--- config.mk ---
export PLATFORM = sky130hd
export DESIGN_NAME = scheduled_light_fade_controller_unit
export DESIGN_NICKNAME = d
export VERILOG_FILES = /design/src/sv/slfc_pkg.sv /design/src/sv/slfc_ctrl.sv /design/src/sv/slfc_datapath.sv /design/src/sv/scheduled_light_fade_controller_unit.sv
export SDC_FILE = /design/constraint.sdc
export NUM_CORES = 1
export LEC_CHECK = 0
export BUFFER_PORTS_ARGS = -buffer_cell sky130_fd_sc_hd__buf_2
export CORE_MARGIN = 8
export CORE_UTILIZATION = 58
export DETAILED_ROUTE_END_ITERATION = 12
export PLACE_DENSITY = 0.76
export SETUP_SLACK_MARGIN = 0.2
export SLEW_MARGIN = 5
export SYNTH_ARGS = -nofsm -noshare
export SYNTH_HDL_FRONTEND = slang
export SYNTH_SLANG_ARGS = --single-unit
--- constraint.sdc ---
create_clock -name clk -period 5.05 [get_ports clk]
set_input_delay 1.01 -clock clk [delete_from_list [all_inputs] [get_ports clk]]
set_output_delay 1.01 -clock clk [all_outputs]
set_load 0.03 [all_outputs]
--- src/sv/slfc_pkg.sv ---
// Shared types and constants of the scheduled light fade controller.
package slfc_pkg;

	// Field and register widths
	localparam int TS_W     = 32;
	localparam int HOUR_W   = 5;
	localparam int MIN_W    = 6;
	localparam int SEC_W    = 6;
	localparam int LEVEL_W  = 8;
	localparam int THR_W    = 16;
	localparam int CFG_IDX_W  = 3;
	localparam int CFG_DATA_W = 16;

	// Seconds of day reach 31*3600 + 63*60 + 63, fades at most 63*60
	localparam int TIME_W    = 17;
	localparam int FADE_W    = 12;
	localparam int PROD_W    = LEVEL_W + FADE_W;
	localparam int QUO_W     = LEVEL_W;
	localparam int DIV_BIT_W = $clog2(QUO_W);

	localparam int SECS_PER_HOUR = 3600;
	localparam int SECS_PER_MIN  = 60;

	// Register indexes
	localparam logic [CFG_IDX_W-1:0] REG_SUNRISE_HOUR = 3'd0;
	localparam logic [CFG_IDX_W-1:0] REG_SUNSET_HOUR  = 3'd1;
	localparam logic [CFG_IDX_W-1:0] REG_FADE_MINUTES = 3'd2;
	localparam logic [CFG_IDX_W-1:0] REG_ON_LEVEL     = 3'd3;
	localparam logic [CFG_IDX_W-1:0] REG_OFF_LEVEL    = 3'd4;
	localparam logic [CFG_IDX_W-1:0] REG_LONG_THR     = 3'd5;

	// Register reset values
	localparam logic [HOUR_W-1:0]  RST_SUNRISE_HOUR = 5'd6;
	localparam logic [HOUR_W-1:0]  RST_SUNSET_HOUR  = 5'd20;
	localparam logic [MIN_W-1:0]   RST_FADE_MINUTES = 6'd30;
	localparam logic [LEVEL_W-1:0] RST_ON_LEVEL     = 8'd255;
	localparam logic [LEVEL_W-1:0] RST_OFF_LEVEL    = 8'd0;
	localparam logic [THR_W-1:0]   RST_LONG_THR     = 16'd1000;

	// Schedule window codes
	localparam logic [1:0] WIN_UP   = 2'd0;
	localparam logic [1:0] WIN_FULL = 2'd1;
	localparam logic [1:0] WIN_DOWN = 2'd2;
	localparam logic [1:0] WIN_OFF  = 2'd3;

	// Commands from the controller to the datapath
	typedef struct packed {
		logic                 capture;
		logic                 time_step;
		logic                 win_step;
		logic                 mul_step;
		logic                 div_step;
		logic [DIV_BIT_W-1:0] div_bit;
		logic                 commit;
	} dp_cmd_t;

endpackage

--- src/sv/slfc_ctrl.sv ---
// Sequencer of the light fade controller: tick steps and output handshake.
module slfc_ctrl (
	input  logic              clk,
	input  logic              arst_n,
	input  logic              in_valid,
	output logic              in_ready,
	output logic              out_valid,
	input  logic              out_ready,
	output slfc_pkg::dp_cmd_t cmd
);
	import slfc_pkg::*;

	localparam logic [2:0] ST_IDLE = 3'd0;
	localparam logic [2:0] ST_TIME = 3'd1;
	localparam logic [2:0] ST_WIN  = 3'd2;
	localparam logic [2:0] ST_MUL  = 3'd3;
	localparam logic [2:0] ST_DIV  = 3'd4;
	localparam logic [2:0] ST_FIN  = 3'd5;

	logic [2:0]           state_q;
	logic [DIV_BIT_W-1:0] div_bit_q;
	logic                 out_valid_q;
	logic                 commit;

	assign in_ready  = (state_q == ST_IDLE);
	assign out_valid = out_valid_q;
	// Commit only when the output register is free or being emptied
	assign commit    = (state_q == ST_FIN) && (!out_valid_q || out_ready);

	always_comb begin
		cmd           = '0;
		cmd.capture   = in_valid && in_ready;
		cmd.time_step = (state_q == ST_TIME);
		cmd.win_step  = (state_q == ST_WIN);
		cmd.mul_step  = (state_q == ST_MUL);
		cmd.div_step  = (state_q == ST_DIV);
		cmd.div_bit   = div_bit_q;
		cmd.commit    = commit;
	end

	always_ff @(posedge clk or negedge arst_n) begin
		if (!arst_n) begin
			state_q     <= ST_IDLE;
			div_bit_q   <= '0;
			out_valid_q <= 1'b0;
		end else begin
			if (commit) begin
				out_valid_q <= 1'b1;
			end else if (out_ready) begin
				out_valid_q <= 1'b0;
			end
			case (state_q)
				ST_IDLE: begin
					if (in_valid) begin
						state_q <= ST_TIME;
					end
				end
				ST_TIME: state_q <= ST_WIN;
				ST_WIN:  state_q <= ST_MUL;
				ST_MUL: begin
					div_bit_q <= DIV_BIT_W'(QUO_W - 1);
					state_q   <= ST_DIV;
				end
				ST_DIV: begin
					if (div_bit_q == '0) begin
						state_q <= ST_FIN;
					end else begin
						div_bit_q <= div_bit_q - 1'b1;
					end
				end
				ST_FIN: begin
					if (commit) begin
						state_q <= ST_IDLE;
					end
				end
				default: state_q <= ST_IDLE;
			endcase
		end
	end

endmodule

--- src/sv/slfc_datapath.sv ---
// Datapath of the light fade controller: registers, schedule math, divider, button.
module slfc_datapath (
	input  logic                             clk,
	input  logic                             arst_n,
	input  slfc_pkg::dp_cmd_t                cmd,
	input  logic                             cfg_we,
	input  logic [slfc_pkg::CFG_IDX_W-1:0]   cfg_addr,
	input  logic [slfc_pkg::CFG_DATA_W-1:0]  cfg_wdata,
	input  logic [slfc_pkg::TS_W-1:0]        timestamp,
	input  logic [slfc_pkg::HOUR_W-1:0]      clock_hour,
	input  logic [slfc_pkg::MIN_W-1:0]       clock_minute,
	input  logic [slfc_pkg::SEC_W-1:0]       clock_second,
	input  logic                             button_level,
	output logic [slfc_pkg::LEVEL_W-1:0]     light_level
);
	import slfc_pkg::*;

	// Configuration registers
	logic [HOUR_W-1:0]  sunrise_q;
	logic [HOUR_W-1:0]  sunset_q;
	logic [MIN_W-1:0]   fade_min_q;
	logic [LEVEL_W-1:0] on_level_q;
	logic [LEVEL_W-1:0] off_level_q;
	logic [THR_W-1:0]   long_thr_q;

	// Tick state
	logic               auto_q;
	logic               manual_q;
	logic               press_q;
	logic [TS_W-1:0]    press_start_q;
	logic [LEVEL_W-1:0] level_q;

	// Captured item
	logic [TS_W-1:0]    ts_q;
	logic [HOUR_W-1:0]  hour_q;
	logic [MIN_W-1:0]   min_q;
	logic [SEC_W-1:0]   sec_q;
	logic               button_q;

	// Work registers
	logic [TIME_W-1:0]  now_q;
	logic [TIME_W-1:0]  rise_q;
	logic [TIME_W-1:0]  set_q;
	logic [FADE_W-1:0]  fade_q;
	logic [1:0]         win_q;
	logic [FADE_W-1:0]  elapsed_q;
	logic [PROD_W-1:0]  rem_q;
	logic [QUO_W-1:0]   quo_q;

	logic [TIME_W-1:0]  rise_end;
	logic [TIME_W-1:0]  set_end;
	logic [1:0]         win_d;
	logic [PROD_W-1:0]  trial;
	logic [LEVEL_W-1:0] sched_level;
	logic [THR_W-1:0]   press_len;
	logic               is_long;
	logic               auto_d;
	logic               manual_d;
	logic [LEVEL_W-1:0] level_d;

	assign light_level = level_q;

	assign rise_end = rise_q + TIME_W'(fade_q);
	assign set_end  = set_q + TIME_W'(fade_q);

	// First matching window wins
	always_comb begin
		if (now_q >= rise_q && now_q < rise_end) begin
			win_d = WIN_UP;
		end else if (now_q >= rise_end && now_q < set_q) begin
			win_d = WIN_FULL;
		end else if (now_q >= set_q && now_q < set_end) begin
			win_d = WIN_DOWN;
		end else begin
			win_d = WIN_OFF;
		end
	end

	assign trial = PROD_W'(fade_q) << cmd.div_bit;

	always_comb begin
		case (win_q)
			WIN_UP:   sched_level = quo_q;
			WIN_FULL: sched_level = on_level_q;
			WIN_DOWN: sched_level = on_level_q - quo_q;
			default:  sched_level = off_level_q;
		endcase
	end

	assign press_len = THR_W'(ts_q - press_start_q);
	assign is_long   = press_len > long_thr_q;

	always_comb begin
		auto_d   = auto_q;
		manual_d = manual_q;
		level_d  = auto_q ? sched_level : level_q;
		if (button_q && press_q) begin
			if (auto_q) begin
				if (is_long) begin
					auto_d  = 1'b0;
					level_d = manual_q ? on_level_q : off_level_q;
				end
			end else if (is_long) begin
				auto_d = 1'b1;
			end else begin
				manual_d = !manual_q;
				level_d  = !manual_q ? on_level_q : off_level_q;
			end
		end
	end

	always_ff @(posedge clk or negedge arst_n) begin
		if (!arst_n) begin
			sunrise_q     <= RST_SUNRISE_HOUR;
			sunset_q      <= RST_SUNSET_HOUR;
			fade_min_q    <= RST_FADE_MINUTES;
			on_level_q    <= RST_ON_LEVEL;
			off_level_q   <= RST_OFF_LEVEL;
			long_thr_q    <= RST_LONG_THR;
			auto_q        <= 1'b1;
			manual_q      <= 1'b0;
			press_q       <= 1'b0;
			press_start_q <= '0;
			level_q       <= '0;
		end else begin
			if (cfg_we) begin
				case (cfg_addr)
					REG_SUNRISE_HOUR: sunrise_q   <= cfg_wdata[HOUR_W-1:0];
					REG_SUNSET_HOUR:  sunset_q    <= cfg_wdata[HOUR_W-1:0];
					REG_FADE_MINUTES: fade_min_q  <= cfg_wdata[MIN_W-1:0];
					REG_ON_LEVEL:     on_level_q  <= cfg_wdata[LEVEL_W-1:0];
					REG_OFF_LEVEL:    off_level_q <= cfg_wdata[LEVEL_W-1:0];
					REG_LONG_THR:     long_thr_q  <= cfg_wdata[THR_W-1:0];
					default: ;
				endcase
			end
			if (cmd.commit) begin
				auto_q   <= auto_d;
				manual_q <= manual_d;
				level_q  <= level_d;
				if (!button_q && !press_q) begin
					press_start_q <= ts_q;
					press_q       <= 1'b1;
				end else if (button_q && press_q) begin
					press_q <= 1'b0;
				end
			end
		end
	end

	always_ff @(posedge clk) begin
		if (cmd.capture) begin
			ts_q     <= timestamp;
			hour_q   <= clock_hour;
			min_q    <= clock_minute;
			sec_q    <= clock_second;
			button_q <= button_level;
		end
		if (cmd.time_step) begin
			now_q  <= TIME_W'(hour_q) * TIME_W'(SECS_PER_HOUR)
				+ TIME_W'(min_q) * TIME_W'(SECS_PER_MIN) + TIME_W'(sec_q);
			rise_q <= TIME_W'(sunrise_q) * TIME_W'(SECS_PER_HOUR);
			set_q  <= TIME_W'(sunset_q) * TIME_W'(SECS_PER_HOUR);
			fade_q <= FADE_W'(fade_min_q) * FADE_W'(SECS_PER_MIN);
		end
		if (cmd.win_step) begin
			win_q     <= win_d;
			// Only the fade windows use this; there it stays below the fade length
			elapsed_q <= (win_d == WIN_UP) ? FADE_W'(now_q - rise_q)
				: FADE_W'(now_q - set_q);
		end
		if (cmd.mul_step) begin
			rem_q <= PROD_W'(on_level_q) * PROD_W'(elapsed_q);
			quo_q <= '0;
		end
		if (cmd.div_step) begin
			// Restoring division, one quotient bit per step
			if (rem_q >= trial) begin
				rem_q                <= rem_q - trial;
				quo_q[cmd.div_bit]   <= 1'b1;
			end
		end
	end

endmodule

--- src/sv/scheduled_light_fade_controller_unit.sv ---
// Top level of the scheduled light fade controller.
// An input transfer is worked through time, window, multiply, an 8-step restoring divide
// for the fade ratio and commit; a new input is taken only after the previous item commits.
// A new input transfer is taken while the previous result still waits on the output.
// Reset (arst_n low, asynchronous): registers return to their defaults, auto mode,
// manual light off, no press timed, level zero, no result pending.
module scheduled_light_fade_controller_unit (
	input  logic                             clk,
	input  logic                             arst_n,
	// Configuration writes
	input  logic                             cfg_we,
	input  logic [slfc_pkg::CFG_IDX_W-1:0]   cfg_addr,
	input  logic [slfc_pkg::CFG_DATA_W-1:0]  cfg_wdata,
	// Tick input
	input  logic                             in_valid,
	output logic                             in_ready,
	input  logic [slfc_pkg::TS_W-1:0]        timestamp,
	input  logic [slfc_pkg::HOUR_W-1:0]      clock_hour,
	input  logic [slfc_pkg::MIN_W-1:0]       clock_minute,
	input  logic [slfc_pkg::SEC_W-1:0]       clock_second,
	input  logic                             button_level,
	// Light level result
	output logic                             out_valid,
	input  logic                             out_ready,
	output logic [slfc_pkg::LEVEL_W-1:0]     light_level
);
	import slfc_pkg::*;

	dp_cmd_t cmd;

	// Controller: steps one tick through time-of-day, window select,
	// multiply, divide and commit; holds the result valid until transfer.
	slfc_ctrl u_ctrl (
		.clk       (clk),
		.arst_n    (arst_n),
		.in_valid  (in_valid),
		.in_ready  (in_ready),
		.out_valid (out_valid),
		.out_ready (out_ready),
		.cmd       (cmd)
	);

	// Datapath: configuration, mode and press state, schedule arithmetic.
	// The level register doubles as the output register; it only changes
	// on commit, which waits for the output side to be free.
	slfc_datapath u_dp (
		.clk          (clk),
		.arst_n       (arst_n),
		.cmd          (cmd),
		.cfg_we       (cfg_we),
		.cfg_addr     (cfg_addr),
		.cfg_wdata    (cfg_wdata),
		.timestamp    (timestamp),
		.clock_hour   (clock_hour),
		.clock_minute (clock_minute),
		.clock_second (clock_second),
		.button_level (button_level),
		.light_level  (light_level)
	);

endmodule

==> metrics.md <==
| Metric | Value |
|---|---|
| Status | `finished with violations` |
| Failing checks | `setup timing` |
| Worst-Margin Slew | `1230 ps` |
| Crit Path Max Fanout | `4` |
| Worst setup margin | `-141 ps` |
| Kind of critical path | `flop to flop` |
| Gr ovfl total | `0` |
| Post-DP HPWL | `31.9 mm` |
| RSZ-0062 raised after global routing | `true` |
| Top_reg_cell synth | `edfxtp_1` |
| Period Utilization, post-route | `103%` |
| Final hold viol count | `0` |
| Area leader, netlist | `ha_1` |
| Area grow syn2layout | `12.7%` |
| CTS Root Cell | `clkbuf_16` |
| Post-Place Setup Slack | `-129 ps` |
| Top-count cell post-synth | `ha_1` |
| Share of cells above drive strength 1 | `17.3%` |
| Largest family of logic cells by synthesized area | `adder cells` |
| Vias in the first global route | `14000` |
| Slowest cell on the critical path | `edfxtp_1` |
| Hold_buf cts | `0` |
| Starting DRT DRC Count | `786` |
| Number of synthesized flops with an enable pin | `99` |
| Slew Limit Fails | `0` |
| Critical Path RT | `5340 ps` |
| Final count of negative-setup-slack endpoints | `3` |
| Initial antenna violation count | `0` |
| Synth warn | `0` |
| Synth async-reset ratio | `39.6%` |
| Yosys reg bits | `207` |
| Mapped Cells | `~1800` |
| Worst path max stage delay | `350 ps` |
| Post-Syn Area | `18100 um^2` |
| Longest Clk Path Bufs | `3` |
| Yosys top cell area share | `19.0%` |
| Via count | `13600` |
| DIE AREA | `about 37000 um^2` |
| Max cap viols | `0` |
| Simple-gate share of the synthesized area | `10.4%` |
| Post-synthesis compound-gate area fraction | `12.8%` |
| Mapped Nets | `2220` |
| GRT Util Overall | `between 20% and 30%` |
| Area share of xor/xnor cells in the synthesized design | `5.41%` |
| Post-Route Skew | `roughly 26 ps` |
| Post-Route WL | `41.7 mm` |
| Adder-cell share of the synthesized area | `29.5%` |
| CTS Buf Count | `25` |
| Top Ports | `84` |
| Die X | `around 190 um` |
| First-pass GRT wire length | `67.7 mm` |
| Post-synth cell types | `74` |
| Clock sinks | `207` |
| Final worst hold slack | `between 400 and 500 ps` |
| Fmax | `slightly below 0.2 GHz` |
| Antenna cells | `0` |
| DRC | `0` |
| Clk_lat worst skew | `550 ps` |
| Initial Util | `59.1%` |
| Worst-path clk slew | `~70 ps` |
| Largest net degree at the start of global routing | `53` |
| Mux contribution to synthesized area | `under 10%` |
| Final Critical Period | `5190 ps` |
| IO Port Bufs | `67` |
| Via density per instance | `5.88` |
| TritonCTS clock tree | `done` |
| Syn avg cell area | `between 10 and 15 um^2` |
| Detailed Routing Iterations Pass 1 | `5` |
| Fill count | `about 2300` |
| Post-synthesis sequential area ratio | `about 31%` |
| CP endpoint kind | `flop` |
| Final ANT Viol Nets | `0` |
| Largest cells by area after synthesis | `ha_1 19%, edfxtp_1 16%, fa_1 10%` |
| Slew HR | `17.7%` |
| Core Region | `about 30000 um^2` |
| CP startpoint kind | `flop` |
| Per-cell routed wire length | `18.0 um` |
| Min-delay worst type | `flop to flop` |
| Worst EP arrival | `5480 ps` |
| H-tree depth | `1` |
| Row cnt | `64` |
| Final Wtd Congestion | `0.940` |
| Die extent in y | `193 um` |
| Final #Nets | `2345` |
| Most frequent cells after synthesis | `275 x ha_1, 213 x inv_1, 130 x nand2_1` |
## stage by stage
step	util, %	setup TNS [ps]	cells	instance area [um^2]
after floorplan	-	0	1776	18200
after global placement	62.5	-83.0	2242	19200
after detailed placement	62.5	-247	2242	19200
after CTS	65.8	-222	2305	20200
after global routing	66.6	-1530	2316	20400
final	66.6	-231	2316	20400
## final timing paths
check,start,endpoint,slack [ps],cells past startpoint
hold reg to reg,u_dp.sec_q[1]$_DFFE_PP_,u_dp.now_q[1]$_DFFE_PP_,420,0
setup reg to reg,u_dp.rise_q[9]$_DFFE_PP_,u_dp.elapsed_q[11]$_DFFE_PP_,-140,27
min in group asynchronous,arst_n,u_dp.light_level[5]$_DFFE_PN0P_,480,1
setup / recovery,u_dp.rise_q[9]$_DFFE_PP_,u_dp.elapsed_q[11]$_DFFE_PP_,-140,27
max in group asynchronous,arst_n,u_dp.long_thr_q[6]$_DFFE_PN1P_,3600,2
hold / removal,u_dp.sec_q[1]$_DFFE_PP_,u_dp.now_q[1]$_DFFE_PP_,420,0
## sequential cells by signal (all words and copies together) (netlist names), 8 cells and up
name,cells
u_dp.rem_q,18
u_dp.now_q,17
u_dp.long_thr_q,16
u_dp.press_start_q,16
u_dp.ts_q,16
u_dp.elapsed_q,12
u_dp.rise_q,12
u_dp.set_q,12
u_dp.fade_q,10
u_dp.light_level,8
u_dp.off_level_q,8
u_dp.on_level_q,8
u_dp.quo_q,8
## logic make-up (layout without fill, tap and decap cells)
| logic type | Yosys count | in the layout |
|---|---|---|
| muxes | 89 | 89 |
| DFF | 207 | 207 |
| xor gates and xnor gates | 112 | 112 |
| buffers and inverters | 253 | 397 |
| and+or+nand+nor | 382 | 382 |
| AOI/OAI and AO/OA | 363 | 363 |
| adders and majority gates | 370 | 370 |
## critical path: cells and delay by family (launching register included)
family	cells	cell delay [ps]
flip-flops	1	350
AO/OA/AOI/OAI	15	2620
XOR/XNOR	3	410
buffers and inverters	2	190
adder cells (fa/ha/maj)	4	1040
AND/OR/NAND/NOR	3	330
## layout make-up
class                   instances  area [um^2]  area share [%]
multi-input cells            1316        11800            57.9
flip-flops and latches        207         5580            27.3
clock inverters                10          103           0.502
well taps                     396          495            2.43
inverters                     216          813            3.98
repair buffers                135          857            4.20
clock buffers                  36          751            3.67
## routing by layer
metal  wire length, um  GRT usage [%]  vias to the layer above
met4              1500           8.11                        0
met5                 0              0                        -
li1                  -              -                     6478
met1             17500           28.6                     6661
met3              2100           2.67                       99
met2             20600           38.9                      387
## cell usage in the layout, fill, tap and decap left out, types with 7 or more instances in the layout
| cell | n |
|---|---|
| a211oi_1 | 21 |
| a21boi_0 | 8 |
| a21o_1 | 37 |
| a21oi_1 | 107 |
| a21oi_2 | 9 |
| a22oi_1 | 9 |
| a31oi_1 | 11 |
| and2_1 | 51 |
| and3_1 | 8 |
| buf_2 | 66 |
| buf_4 | 65 |
| clkbuf_16 | 28 |
| dfrtp_1 | 59 |
| dfstp_2 | 22 |
| dfxtp_1 | 26 |
| edfxtp_1 | 99 |
| fa_1 | 92 |
| ha_1 | 270 |
| inv_1 | 211 |
| mux2_2 | 63 |
| mux2i_1 | 18 |
| mux4_2 | 7 |
| nand2_1 | 128 |
| nand2b_1 | 10 |
| nand3_1 | 20 |
| nand4_1 | 8 |
| nor2_1 | 64 |
| nor2b_1 | 16 |
| nor3_1 | 30 |
| o211ai_1 | 13 |
| o21a_1 | 12 |
| o21ai_0 | 58 |
| o21bai_1 | 18 |
| or3_1 | 7 |
| xnor2_1 | 78 |
| xor2_1 | 31 |
## repair_timing
action | CTS | global route
endpoints found under the setup margin | 10 | 25
pin swaps | 9 | 29
setup buffers | 17 | 11
gates resized for setup | 11 | 39
Power is not shown: default switching activity piles up to over one toggle a cycle in this logic, so the estimate is an artifact.
